**src/rtl/core/rdwf_pkg.sv**
```systemverilog
package rdwf_pkg;

  localparam int unsigned MaxInWidthDefault = 2048;
  localparam int unsigned PixW              = 8;
  localparam int unsigned SumW              = 9;
  localparam int unsigned GainW             = 16;
  localparam int unsigned OutWidthW         = 11;
  localparam int unsigned OutHeightW        = 12;
  localparam int unsigned RowW              = 12;
  localparam int unsigned InHeightW         = 13;
  localparam int unsigned MaxOutHeight      = 2048;
  localparam int unsigned QueueDepth        = 4;
  localparam int unsigned QueueCntW         = $clog2(QueueDepth + 1);
  localparam int unsigned CfgIdxW           = 3;
  localparam int unsigned CfgDataW          = 16;

  localparam int unsigned WbProdW    = PixW + GainW;
  localparam int unsigned FullProdW  = WbProdW + GainW;
  localparam int unsigned ScaledW    = 16;
  localparam int unsigned FracBits   = 24;
  localparam logic [ScaledW-1:0] BrightLimit = ScaledW'(220);

  localparam logic [OutWidthW-1:0]  OutWidthReset  = OutWidthW'(960);
  localparam logic [OutHeightW-1:0] OutHeightReset = OutHeightW'(540);
  localparam logic [GainW-1:0]      UnityGain      = GainW'(4096);

  typedef enum logic [CfgIdxW-1:0] {
    REG_OUT_WIDTH  = 3'd0,
    REG_OUT_HEIGHT = 3'd1,
    REG_RED_GAIN   = 3'd2,
    REG_GREEN_GAIN = 3'd3,
    REG_BLUE_GAIN  = 3'd4,
    REG_EXPOSURE   = 3'd5
  } cfg_reg_e;

  typedef struct packed {
    logic [OutWidthW-1:0]  out_width;
    logic [OutHeightW-1:0] out_height;
  } frame_cfg_t;

  typedef struct packed {
    logic [GainW-1:0] red;
    logic [GainW-1:0] green;
    logic [GainW-1:0] blue;
    logic [GainW-1:0] exposure;
  } gain_cfg_t;

  // One 2x2 average waiting for the color stage.
  typedef struct packed {
    logic [PixW-1:0] red;
    logic [PixW-1:0] green;
    logic [PixW-1:0] blue;
    logic            eol;
    logic            eof;
  } avg_item_t;

endpackage

```
**src/rtl/core/rdwf_fifo.sv**
```systemverilog
module rdwf_fifo (
  input  logic                             clk_i,
  input  logic                             rst_ni,
  input  logic                             push_i,
  input  rdwf_pkg::avg_item_t              item_i,
  input  logic                             pop_i,
  output rdwf_pkg::avg_item_t              item_o,
  output logic                             empty_o,
  output logic [rdwf_pkg::QueueCntW-1:0]   count_o
);

  localparam int unsigned PtrW = $clog2(rdwf_pkg::QueueDepth);

  rdwf_pkg::avg_item_t              store_q [rdwf_pkg::QueueDepth];
  logic [PtrW-1:0]                  wr_ptr_q, wr_ptr_d;
  logic [PtrW-1:0]                  rd_ptr_q, rd_ptr_d;
  logic [rdwf_pkg::QueueCntW-1:0]   count_q, count_d;

  always_comb begin
    wr_ptr_d = wr_ptr_q;
    rd_ptr_d = rd_ptr_q;
    count_d  = count_q;
    if (push_i) begin
      wr_ptr_d = wr_ptr_q + PtrW'(1);
    end
    if (pop_i) begin
      rd_ptr_d = rd_ptr_q + PtrW'(1);
    end
    if (push_i && !pop_i) begin
      count_d = count_q + rdwf_pkg::QueueCntW'(1);
    end else if (!push_i && pop_i) begin
      count_d = count_q - rdwf_pkg::QueueCntW'(1);
    end
  end

  always_ff @(posedge clk_i or negedge rst_ni) begin
    if (!rst_ni) begin
      wr_ptr_q <= '0;
      rd_ptr_q <= '0;
      count_q  <= '0;
    end else begin
      wr_ptr_q <= wr_ptr_d;
      rd_ptr_q <= rd_ptr_d;
      count_q  <= count_d;
    end
  end

  always_ff @(posedge clk_i) begin
    if (push_i) begin
      store_q[wr_ptr_q] <= item_i;
    end
  end

  assign item_o  = store_q[rd_ptr_q];
  assign empty_o = (count_q == '0);
  assign count_o = count_q;

endmodule

```
**config.mk**
```make
export PLATFORM = sky130hd
export DESIGN_NAME = rdwf_fifo
export DESIGN_NICKNAME = d
export VERILOG_FILES = /design/src/rtl/core/rdwf_pkg.sv /design/src/rtl/core/rdwf_fifo.sv
export SDC_FILE = /design/constraint.sdc
export NUM_CORES = 1
export LEC_CHECK = 0
export BUFFER_PORTS_ARGS = -buffer_cell sky130_fd_sc_hd__buf_2
export CORE_MARGIN = 5
export CORE_UTILIZATION = 43
export CTS_BUF_LIST = sky130_fd_sc_hd__clkbuf_16
export DETAILED_ROUTE_END_ITERATION = 10
export GPL_TIMING_DRIVEN = 0
export MAX_ROUTING_LAYER = met4
export PLACE_DENSITY = 0.72
export SLEW_MARGIN = 40
export SYNTH_ARGS = -nofsm -noshare
export SYNTH_HDL_FRONTEND = slang
export SYNTH_SLANG_ARGS = --single-unit
```
**constraint.sdc**
```tcl
create_clock -name clk_i -period 1.6 [get_ports clk_i]
set_input_delay 0.08 -clock clk_i [delete_from_list [all_inputs] [get_ports clk_i]]
set_output_delay 0.08 -clock clk_i [all_outputs]
set_load 0.05 [all_outputs]
```
==> impl_metrics.py <==
metrics = {
    "global_route": {
        "antenna_found_initial": 0,
        "grt_pass1_wl_mm": 10.8,
        "grt_pass1_vias": 2169,
        "grt_overflow": 0,
        "grt_max_degree": 27,
        "grt_usage_pct": 12.6,
    },
    "worst_setup_path": {
        "cp_max_fo": 9,
        "path_cells": "buf_12 > buf_12 > mux4_2 > buf_6",
        "worst_ep_arrival_time_ps": 1710,
        "worstSetupPathType": "reg2out",
        "crit_start": "rd_ptr_q[0]$_DFFE_PN0P_",
        "cp_common_cell": "buf_12",
        "crit_required_ps": 1520,
        "worst_setup_path_end_kind": "output port",
        "slowest_delay_ps": 530,
        "slowest_stage": "mux4_2",
        "r2r_slack_ps": 160,
        "reg2regPathDepth": 3,
        "start_kind": "flop",
        "reg2reg_to": "store_q[0][4]$_DFFE_PP_",
        "path_buf_inv": 3,
        "critPathTopFamily": "multiplexers",
        "r2r_start": "wr_ptr_q[0]$_DFFE_PN0P_",
    },
    "sta": {
        "period_minus_slack_ps": 1790,
        "setup_slack_ps": -193,
        "max_slew_margin_pct": 71.3,
        "rsz0062_at_grt": "true",
        "hold_viol": 0,
        "finalSetupViolations": 26,
        "max_clock_freq_mhz": 558,
        "period_share_pct": 112,
        "skew_ps": 11.5,
        "finalMaxSlewViolations": 0,
        "hold_slack_ps": 29.6,
        "worst_pin_slew_ps": 430,
    },
    "clocking": {
        "clk_pin_slew_ps": 80,
        "h-tree-depth": 3,
        "cts_sinks": 111,
        "clk_latency_ps": 330,
        "cts_inserted_buffers": 9,
        "cts_buffer_depth": 2,
        "cts_tree": "built",
        "root_buffer": "clkbuf_16",
    },
    "placed_design": {
        "placed_cell_area_um2": 4660,
        "portBuffers": 59,
        "dp.cells": 361,
        "dp_hpwl_mm": 4.07,
        "gp_congestion": 0.652,
    },
    "drt": {
        "drt_iter0_markers": 69,
        "drc_errors": 0,
        "firstDrtPassIters": 4,
        "detail-route-antenna-nets": 0,
        "wl_per_cell_um": 16.6,
        "wl_mm": 6.86,
        "routed-via-count": 2002,
        "vias_per_cell": 4.84,
    },
    "synth": {
        "synth-seq-cells": 111,
        "ys_warn_count": 0,
        "ys_seq_area_share_pct": 78.8,
        "synthesis.area_um2": 4190,
        "ys_types": 18,
        "syn_nets": 205,
        "syn_avg_cell_area_um2": 24.8,
        "syn_inst": 169,
    },
    "power": {
        "power.density_nw_per_um2": 2050,
        "total_power_mw": 11.2,
        "p_leak_nw": 1.97,
        "peakVddDrop_v": 0.000932,
    },
    "cells_and_area": {
        "multi_input_area_um2": 798,
        "nets": 312,
        "fill_cells": 750,
        "final_cell_mix": "edfxtp_1, buf_2, dlygate4sd3_1",
        "regArea_um2": 3300,
        "area_growth_pct": 31.1,
        "mostFrequentLayoutCell": "edfxtp_1",
        "fin_cells": 414,
        "drive_gt1_share_pct": 43.8,
        "post-route-util_pct": 57.0,
        "final_area_um2": 5490,
        "n_antenna_cell": 0,
    },
    "status": {
        "status": "complete, but fails checks",
        "violations": "setup timing",
    },
    "flow_run": {
        "cap_viol_max_count": 0,
    },
    "hold_path": {
        "hold_path_depth": 2,
        "hp-class": "in2reg",
        "hp-start": "push_i",
        "hold_end": "wr_ptr_q[0]$_DFFE_PN0P_",
    },
    "floorplan": {
        "num_rows": 36,
        "initial_utilization_pct": 43.4,
        "die_x_um": 109,
        "dieHeight_um": 109,
        "die_area_um2": 11800,
        "ioPinCount": 60,
        "core_um2": 9640,
    },
}
==> synthesized netlist by cell type <==
library cell,number,area [um^2]
o21ai_0,1,5.00
ha_1,5,62.6
nor3_1,1,5.00
nor2_1,1,3.75
xor2_1,4,35.0
buf_6,1,11.3
fa_1,1,20.0
inv_1,4,15.0
mux4_1,8,210
nand2_1,2,7.51
edfxtp_1,104,3120
mux4_2,18,405
and2_1,4,25.0
buf_2,3,15.0
mux2_2,1,11.3
buf_12,2,40.0
xnor2_1,2,17.5
dfrtp_1,7,175
==> stage by stage <==
stage          TNS (ps)  worst slack [ps]
2_1_floorplan         0              23.3
3_3_place_gp     -16440              -459
3_5_place_dp      -5110             -83.6
4_1_cts           -4570              -211
5_1_grt           -5520              -250
6_report          -4080              -193
==> power by group <==
| group | internal (mW) | switching (mW) | leakage (nW) | total (mW) |
|---|---|---|---|---|
| Combinational | 2.16 | 3.01 | 0.788 | 5.17 |
| Sequential | 3.82 | 0.182 | 1.04 | 4.00 |
| Clock | 1.08 | 0.995 | 0.141 | 2.07 |
| Total | 7.06 | 4.19 | 1.97 | 11.2 |
==> timing repair <==
action | 4_1_cts | 5_1_grt
hold buffers | 28 | 0
gates resized for setup | 69 | 5
hold endpoints to repair | 112 | 0
buffers inserted | 5 | 3
gates cloned | 0 | 1
endpoints found under the setup margin | 110 | 27
pin swaps | 0 | 2
==> cells by family after synthesis <==
logic type | count (synthesis) | share of synthesized area (%)
fa+ha+maj | 6 | 1.97
buf+inv | 10 | 1.94
xor+xnor | 6 | 1.25
simple gates | 8 | 0.986
flops | 111 | 78.8
compound gates | 1 | 0.119
mux | 27 | 15.0
==> cell type report <==
cell class,instances,area share [%]
multi-input combinational,48,14.5
inverter,4,0.273
sequential,111,60.1
clock inverter,7,1.05
buffer,6,1.57
tap,133,3.03
timing repair buffer,96,15.4
clock buffer,9,4.10
==> worst max-delay path by stage <==
stage / endpoint / slack, ps / cells after the start
after floorplan: store_q[3][0]$_DFFE_PP_ / 20 / 2
after global placement: store_q[3][1]$_DFFE_PP_ / -460 / 2
after detailed placement: store_q[2][2]$_DFFE_PP_ / -80 / 3
after CTS: item_o[5] / -210 / 4
after global routing: item_o[16] / -250 / 4
final: item_o[16] / -190 / 4
==> routing by layer <==
metal	part of all wire, %	up-vias	global-route usage, %
li1	-	913	-
met1	43	1039	15.4
met2	53	43	21.3
met3	3.2	7	2.25
met4	1.1	0	4.51
met5	0	-	-
==> registers in the layout (all words and copies together), names as in the netlist <==
name and count:
store_q 104, count_o 3, rd_ptr_q 2, wr_ptr_q 2
Note: power is estimated with default switching activity, not from simulation.
