`config.mk`:
```
export PLATFORM = sky130hd
export DESIGN_NAME = rdwf_back_flat
export DESIGN_NICKNAME = d
export VERILOG_FILES = /design/src/rtl/core/rdwf_pkg.sv /design/src/rtl/core/rdwf_if.sv /design/src/rtl/core/rdwf_back.sv /design/src/flat_wrapper.sv
export SDC_FILE = /design/constraint.sdc
export NUM_CORES = 2
export LEC_CHECK = 0
export BUFFER_PORTS_ARGS = -buffer_cell sky130_fd_sc_hd__buf_2
export CAP_MARGIN = 10
export CORE_MARGIN = 5
export CORE_UTILIZATION = 59
export CTS_CLUSTER_SIZE = 10
export DETAILED_ROUTE_END_ITERATION = 7
export PLACE_DENSITY = 0.79
export SLEW_MARGIN = 10
export SYNTH_ARGS = -nofsm -noshare
export SYNTH_HDL_FRONTEND = slang
export SYNTH_SLANG_ARGS = --single-unit
```
`constraint.sdc`:
```
create_clock -name clk_i -period 7.3 [get_ports clk_i]
set_input_delay 1.095 -clock clk_i [delete_from_list [all_inputs] [get_ports clk_i]]
set_output_delay 1.095 -clock clk_i [all_outputs]
set_load 0.05 [all_outputs]
```
`src/rtl/core/rdwf_pkg.sv`:
```
package rdwf_pkg;

  localparam int unsigned MaxInWidthDefault = 2048;
  localparam int unsigned PixW              = 8;
  localparam int unsigned SumW              = 9;
  localparam int unsigned GainW             = 16;
  localparam int unsigned OutWidthW         = 11;
  localparam int unsigned OutHeightW        = 12;
  localparam int unsigned RowW              = 12;
  localparam int unsigned InHeightW         = 13;
  localparam int unsigned MaxOutHeight      = 2048;
  localparam int unsigned QueueDepth        = 4;
  localparam int unsigned QueueCntW         = $clog2(QueueDepth + 1);
  localparam int unsigned CfgIdxW           = 3;
  localparam int unsigned CfgDataW          = 16;

  localparam int unsigned WbProdW    = PixW + GainW;
  localparam int unsigned FullProdW  = WbProdW + GainW;
  localparam int unsigned ScaledW    = 16;
  localparam int unsigned FracBits   = 24;
  localparam logic [ScaledW-1:0] BrightLimit = ScaledW'(220);

  localparam logic [OutWidthW-1:0]  OutWidthReset  = OutWidthW'(960);
  localparam logic [OutHeightW-1:0] OutHeightReset = OutHeightW'(540);
  localparam logic [GainW-1:0]      UnityGain      = GainW'(4096);

  typedef enum logic [CfgIdxW-1:0] {
    REG_OUT_WIDTH  = 3'd0,
    REG_OUT_HEIGHT = 3'd1,
    REG_RED_GAIN   = 3'd2,
    REG_GREEN_GAIN = 3'd3,
    REG_BLUE_GAIN  = 3'd4,
    REG_EXPOSURE   = 3'd5
  } cfg_reg_e;

  typedef struct packed {
    logic [OutWidthW-1:0]  out_width;
    logic [OutHeightW-1:0] out_height;
  } frame_cfg_t;

  typedef struct packed {
    logic [GainW-1:0] red;
    logic [GainW-1:0] green;
    logic [GainW-1:0] blue;
    logic [GainW-1:0] exposure;
  } gain_cfg_t;

  // One 2x2 average waiting for the color stage.
  typedef struct packed {
    logic [PixW-1:0] red;
    logic [PixW-1:0] green;
    logic [PixW-1:0] blue;
    logic            eol;
    logic            eof;
  } avg_item_t;

endpackage

```
`src/rtl/core/rdwf_if.sv`:
```


interface rdwf_res_if;
  logic                      valid;
  logic                      ready;
  logic [rdwf_pkg::PixW-1:0] red_out;
  logic [rdwf_pkg::PixW-1:0] green_out;
  logic [rdwf_pkg::PixW-1:0] blue_out;
  logic                      end_of_line;
  logic                      end_of_frame;

  modport source (output valid, red_out, green_out, blue_out, end_of_line, end_of_frame,
                  input ready);
  modport sink (input valid, red_out, green_out, blue_out, end_of_line, end_of_frame,
                output ready);
endinterface

```
`src/rtl/core/rdwf_back.sv`:
```
module rdwf_back (
  input  logic                  clk_i,
  input  logic                  rst_ni,
  input  rdwf_pkg::gain_cfg_t   gain_cfg_i,
  input  logic                  q_empty_i,
  input  rdwf_pkg::avg_item_t   q_item_i,
  output logic                  pop_o,
  rdwf_res_if.source            pix_out
);

  localparam int unsigned WbW   = rdwf_pkg::WbProdW;
  localparam int unsigned FullW = rdwf_pkg::FullProdW;
  localparam int unsigned ScW   = rdwf_pkg::ScaledW;
  localparam int unsigned PixW  = rdwf_pkg::PixW;
  localparam int unsigned FracB = rdwf_pkg::FracBits;
  localparam logic [FullW-1:0] HalfLsb = FullW'(1) << (FracB - 1);

  function automatic logic [PixW-1:0] sat8(input logic [ScW-1:0] v);
    sat8 = (v > ScW'(255)) ? PixW'(255) : v[PixW-1:0];
  endfunction

  logic              en;
  logic              a_valid_q, b_valid_q, c_valid_q, out_valid_q;
  logic [WbW-1:0]    a_r_q, a_g_q, a_b_q;
  logic [FullW-1:0]  b_r_q, b_g_q, b_b_q;
  logic [ScW-1:0]    c_r_q, c_g_q, c_b_q;
  logic              a_eol_q, a_eof_q, b_eol_q, b_eof_q, c_eol_q, c_eof_q;
  logic [PixW-1:0]   out_r_q, out_g_q, out_b_q;
  logic              out_eol_q, out_eof_q;

  logic [FullW-1:0]  r_rnd, g_rnd, b_rnd;
  logic [ScW-1:0]    mx;
  logic [ScW+2:0]    g_side, mx_side;
  logic              fringe;
  logic [ScW:0]      r_mix, b_mix;
  logic [ScW-1:0]    r_fin, b_fin;

  // The whole pipe moves together and holds while a result waits.
  assign en    = ~out_valid_q | pix_out.ready;
  assign pop_o = ~q_empty_i & en;

  assign r_rnd = b_r_q + HalfLsb;
  assign g_rnd = b_g_q + HalfLsb;
  assign b_rnd = b_b_q + HalfLsb;

  // g < floor(3*mx/5) is the same as 5*g + 5 <= 3*mx for integers.
  assign mx      = (c_r_q > c_b_q) ? c_r_q : c_b_q;
  assign g_side  = {3'b0, c_g_q} + {1'b0, c_g_q, 2'b0} + (ScW + 3)'(5);
  assign mx_side = {3'b0, mx} + {2'b0, mx, 1'b0};
  assign fringe  = (g_side <= mx_side) &&
                   ((c_r_q > rdwf_pkg::BrightLimit) || (c_b_q > rdwf_pkg::BrightLimit));
  assign r_mix   = {1'b0, c_r_q} + {1'b0, c_g_q};
  assign b_mix   = {1'b0, c_b_q} + {1'b0, c_g_q};
  assign r_fin   = fringe ? r_mix[ScW:1] : c_r_q;
  assign b_fin   = fringe ? b_mix[ScW:1] : c_b_q;

  always_ff @(posedge clk_i or negedge rst_ni) begin
    if (!rst_ni) begin
      a_valid_q   <= 1'b0;
      b_valid_q   <= 1'b0;
      c_valid_q   <= 1'b0;
      out_valid_q <= 1'b0;
    end else if (en) begin
      a_valid_q   <= pop_o;
      b_valid_q   <= a_valid_q;
      c_valid_q   <= b_valid_q;
      out_valid_q <= c_valid_q;
    end
  end

  always_ff @(posedge clk_i) begin
    if (en) begin
      a_r_q     <= WbW'(q_item_i.red) * WbW'(gain_cfg_i.red);
      a_g_q     <= WbW'(q_item_i.green) * WbW'(gain_cfg_i.green);
      a_b_q     <= WbW'(q_item_i.blue) * WbW'(gain_cfg_i.blue);
      a_eol_q   <= q_item_i.eol;
      a_eof_q   <= q_item_i.eof;

      b_r_q     <= FullW'(a_r_q) * FullW'(gain_cfg_i.exposure);
      b_g_q     <= FullW'(a_g_q) * FullW'(gain_cfg_i.exposure);
      b_b_q     <= FullW'(a_b_q) * FullW'(gain_cfg_i.exposure);
      b_eol_q   <= a_eol_q;
      b_eof_q   <= a_eof_q;

      c_r_q     <= r_rnd[FracB+ScW-1:FracB];
      c_g_q     <= g_rnd[FracB+ScW-1:FracB];
      c_b_q     <= b_rnd[FracB+ScW-1:FracB];
      c_eol_q   <= b_eol_q;
      c_eof_q   <= b_eof_q;

      out_r_q   <= sat8(r_fin);
      out_g_q   <= sat8(c_g_q);
      out_b_q   <= sat8(b_fin);
      out_eol_q <= c_eol_q;
      out_eof_q <= c_eof_q;
    end
  end

  assign pix_out.valid        = out_valid_q;
  assign pix_out.red_out      = out_r_q;
  assign pix_out.green_out    = out_g_q;
  assign pix_out.blue_out     = out_b_q;
  assign pix_out.end_of_line  = out_eol_q;
  assign pix_out.end_of_frame = out_eof_q;

endmodule

```
`src/flat_wrapper.sv`:
```
// flat-port wrapper written by rule: the top's interface ports become plain ports
module rdwf_back_flat 
  (clk_i, rst_ni, gain_cfg_i, q_empty_i, q_item_i, pop_o, pix_out_valid, pix_out_red_out, pix_out_green_out, pix_out_blue_out, pix_out_end_of_line, pix_out_end_of_frame, pix_out_ready);
  rdwf_res_if pix_out_i ();
  input  logic clk_i;
  input  logic rst_ni;
  input  rdwf_pkg::gain_cfg_t gain_cfg_i;
  input  logic q_empty_i;
  input  rdwf_pkg::avg_item_t q_item_i;
  output logic pop_o;
  output wire logic [$bits(pix_out_i.valid)-1:0] pix_out_valid;
  output wire logic [$bits(pix_out_i.red_out)-1:0] pix_out_red_out;
  output wire logic [$bits(pix_out_i.green_out)-1:0] pix_out_green_out;
  output wire logic [$bits(pix_out_i.blue_out)-1:0] pix_out_blue_out;
  output wire logic [$bits(pix_out_i.end_of_line)-1:0] pix_out_end_of_line;
  output wire logic [$bits(pix_out_i.end_of_frame)-1:0] pix_out_end_of_frame;
  input wire logic [$bits(pix_out_i.ready)-1:0] pix_out_ready;
  assign pix_out_valid = pix_out_i.valid;
  assign pix_out_red_out = pix_out_i.red_out;
  assign pix_out_green_out = pix_out_i.green_out;
  assign pix_out_blue_out = pix_out_i.blue_out;
  assign pix_out_end_of_line = pix_out_i.end_of_line;
  assign pix_out_end_of_frame = pix_out_i.end_of_frame;
  assign pix_out_i.ready = pix_out_ready;
  rdwf_back u_core (.clk_i(clk_i), .rst_ni(rst_ni), .gain_cfg_i(gain_cfg_i), .q_empty_i(q_empty_i), .q_item_i(q_item_i), .pop_o(pop_o), .pix_out(pix_out_i));
endmodule
```
==> metrics.csv <==
stage,metric,value,unit
setup_path,cpMostUsedCell,fa_1,
floorplan,rows,112,
global_route,antenna_found_initial,2,
setup_path,path_class,in2reg,
clock_tree,clk_pin_slew_worst_paths,0.05,ns
global_route,gr-total-overflow,0,
yosys,synthAdderAreaFrac,0.548,
route,detail_route.wl_per_cell,18.0,um
clock_tree,htree_levels,1,
yosys,synth_top_area_frac,0.420,
placement,dp_hpwl,111000,um
global_route,grt_max_degree,127,
global_route,grt_pass1_vias,44688,
placement,place_area,58900,um^2
setup_path,critPathLaunch,gain_cfg_i[3],
yosys,synth-simple-area-share,0.166,
yosys,synthMuxAreaShare,0.00171,
job,drv_cap,0,
sta,worst_pin_slew,0.961,ns
floorplan,start_util,0.595,
setup_path,cp.arrival,7.51,ns
yosys,synth_top_family_by_area,adder cells,
setup_path,rr_endpoint,u_core.b_g_q[37],
sta,fin_crit,7.19,ns
yosys,avgSynthCellArea,9.38,um^2
sta,whs,0.316,ns
yosys,synth_area,55700,um^2
floorplan,io-pin-count,122,
yosys,synth_ff_type,edfxtp_1,
setup_path,crit_required,7.62,ns
final_layout,drive_gt1_frac,0.0685,
floorplan,die_h,317,um
yosys,synth.yosys.seq_area_share,0.111,
placement,place_congestion,0.936,
setup_path,critical-path-top-delay-family,adder cells,
final_layout,final_cells,7356,
setup_path,critPathBufInv,6,
placement,io_buffer_count,121,
placement,post-place-cells,7309,
setup_path,crit_chain,buf_2 -> buf_4 -> buf_4 -> nand2_1 -> fa_1 -> inv_1 -> fa_1 -> inv_1 -> fa_1 -> fa_1 -> fa_1 -> inv_1 -> fa_1 -> ha_1 -> a21o_1 -> a21oi_1 -> o21ai_0 -> a21oi_2 -> a31oi_4 -> a41o_1 -> a41o_1 -> a2111oi_2 -> o21bai_1 -> xor2_1,
clock_tree,cts_tree,yes,
sta,maxSlewViolCount,0,
yosys,synth-compound-area-share,0.0482,
clock_tree,clockRootBuffer,clkbuf_16,
setup_path,reg2regPathDepth,21,
sta,setup_violations,0,
setup_path,r2r-start,u_core.a_g_q[19],
setup_path,critPathMaxFanout,10,
sta,fmax,139,MHz
route,drc,0,
yosys,synth-edff-count,203,
sta,setup-tns-final,0,ns
worst_hold_path,hold_path.class,in2async,
setup_path,crit_end,u_core.b_g_q[37],
sta,max_slew_margin,0.359,
setup_path,start_kind,primary input,
final_layout,layout_common_cells,"inv_1, fa_1, nand2_1",
yosys,syn_inst,5941,
yosys,synthArstFlopShare,0.0193,
sta,finClkSkew,0.0222,ns
floorplan,core,93600,um^2
route,ant_nets,0,
setup_path,end_kind,flop,
final_layout,area_delta_synth_final,7.29,%
yosys,synth_area_leader_cell,fa_1,
route,dr_total_vias,40748,
setup_path,cpPeakStageDelay,0.54,ns
global_route,grt_util_all_layers,0.272,
yosys,synth_warnings,0,
floorplan,die_w,317,um
final_layout,num-nets-final,7917,
sta,finalHoldViolations,0,
final_layout,finalInstanceArea,59800,um^2
clock_tree,clk_latency,0.57,ns
clock_tree,cts.sinks,207,
yosys,synth.area.top_cells,"fa_1, ha_1, edfxtp_1, inv_1, nand2_1",
route,drt_iter0_drc,2854,
route,via_per_inst,5.54,
clock_tree,clockBufferDepth,3,
status,status,"finished, final reports clean",
yosys,synth-xor-area-share,0.0291,
global_route,grt_pass1_wl,223000,um
yosys,synth-seq-cells,207,
route,firstDrtPassIters,6,
route,wirelength,132000,um
final_layout,final_common_cell,inv_1,
clock_tree,cts_buffers,27,
setup_path,critPathSlowestCell,fa_1,
yosys,yosysUniqueCellTypes,67,
yosys,syn-num-nets,7773,
floorplan,fp.dieArea,101000,um^2
sta,finalCritPeriodShare,0.985,
setup_path,cp.depth,24,
setup_path,r2r_slack,0.22,ns
==> timing repair <==
action | CTS | global route
buffers inserted | 0 | 1
pin swaps | 0 | 1
hold buffers | 0 | 0
gates resized for setup | 2 | 20
endpoints found under the setup margin | 5 | 29
==> layer usage <==
| layer | vias to the layer above | global-route usage | part of all wire |
|---|---|---|---|
| li1 | 18334 | - | - |
| met3 | 313 | 0.0426 | 0.085 |
| met1 | 20387 | 0.366 | 0.40 |
| met2 | 1712 | 0.462 | 0.48 |
| met4 | 2 | 0.0796 | 0.034 |
| met5 | - | 0 | 0.000083 |
==> final cells by class <==
cell class / count / area (um^2)
diodes: 3 / 7.51
clock buffers: 34 / 712
clock inverters: 9 / 93.8
fillers: 7573 / 33800
inverters: 1191 / 4480
multi-input cells: 4313 / 44300
flip-flops and latches: 207 / 6200
well taps: 1254 / 1570
repair buffers: 345 / 2450
==> worst reg2reg max path, stage by stage (launching register included) <==
cell	delay, ns
edfxtp_1	0.88
nand2_1	0.19
fa_1	0.57
inv_1	0.06
fa_1	0.53
inv_1	0.05
fa_1	0.49
fa_1	0.54
fa_1	0.53
inv_1	0.06
fa_1	0.37
ha_1	0.33
a21o_1	0.18
a21oi_1	0.17
o21ai_0	0.16
a21oi_2	0.27
a31oi_4	0.17
a41o_1	0.32
a41o_1	0.29
a2111oi_2	0.39
o21bai_1	0.15
xor2_1	0.15
==> cells in the mapped netlist (8+ instances only) <==
cell type	n
inv_1	1191
xor2_1	53
o22a_1	16
edfxtp_1	203
nor4_1	10
a211oi_1	13
nor3_1	35
ha_1	568
clkbuf_1	227
nor2_1	120
nor2b_1	25
a21oi_1	119
mux2i_1	8
o21a_1	30
and3_1	21
or2_2	10
a21o_1	62
nand4_1	30
xnor2_1	132
nand3_1	58
o21ai_0	60
nand2b_1	19
fa_1	1170
o21bai_1	11
nand2_1	1088
and2_1	539
a31oi_1	10
==> worst min-delay path by stage <==
stage / depth (start not counted) / slack, ns / end
after floorplan: 0 / 0.40 / u_core.b_eof_q
after global placement: 0 / 0.40 / u_core.c_eof_q
after detailed placement: 0 / 0.41 / u_core.pix_out.end_of_frame
after CTS: 1 / 0.28 / u_core.a_valid_q
after global routing: 1 / 0.30 / u_core.a_valid_q
final: 1 / 0.32 / u_core.c_valid_q
==> through the flow <==
stage                     setup slack (ns)   util
after floorplan                    0.00460      -
after global placement              -0.515  0.629
after detailed placement            -0.686  0.629
after CTS                           0.0123  0.638
after global routing               -0.0252  0.639
final                                0.106  0.639
==> logic make-up after synthesis <==
group	after synthesis
mux	9
flops	207
buf+inv	1421
xor+xnor	185
compound gates	403
fa+ha+maj	1738
simple gates	1978
==> state kept, by name, indices dropped and copies added (netlist names), 8 cells and up <==
name,flops
u_core.a_r_q,24
u_core.pix_out.green_out,8
u_core.c_b_q,16
u_core.c_g_q,16
u_core.pix_out.red_out,8
u_core.b_r_q,17
u_core.pix_out.blue_out,8
u_core.b_b_q,17
u_core.a_g_q,24
u_core.c_r_q,16
u_core.b_g_q,17
u_core.a_b_q,24
Power is not shown: default switching activity piles up to over one toggle a cycle in this logic, so the estimate is an artifact.
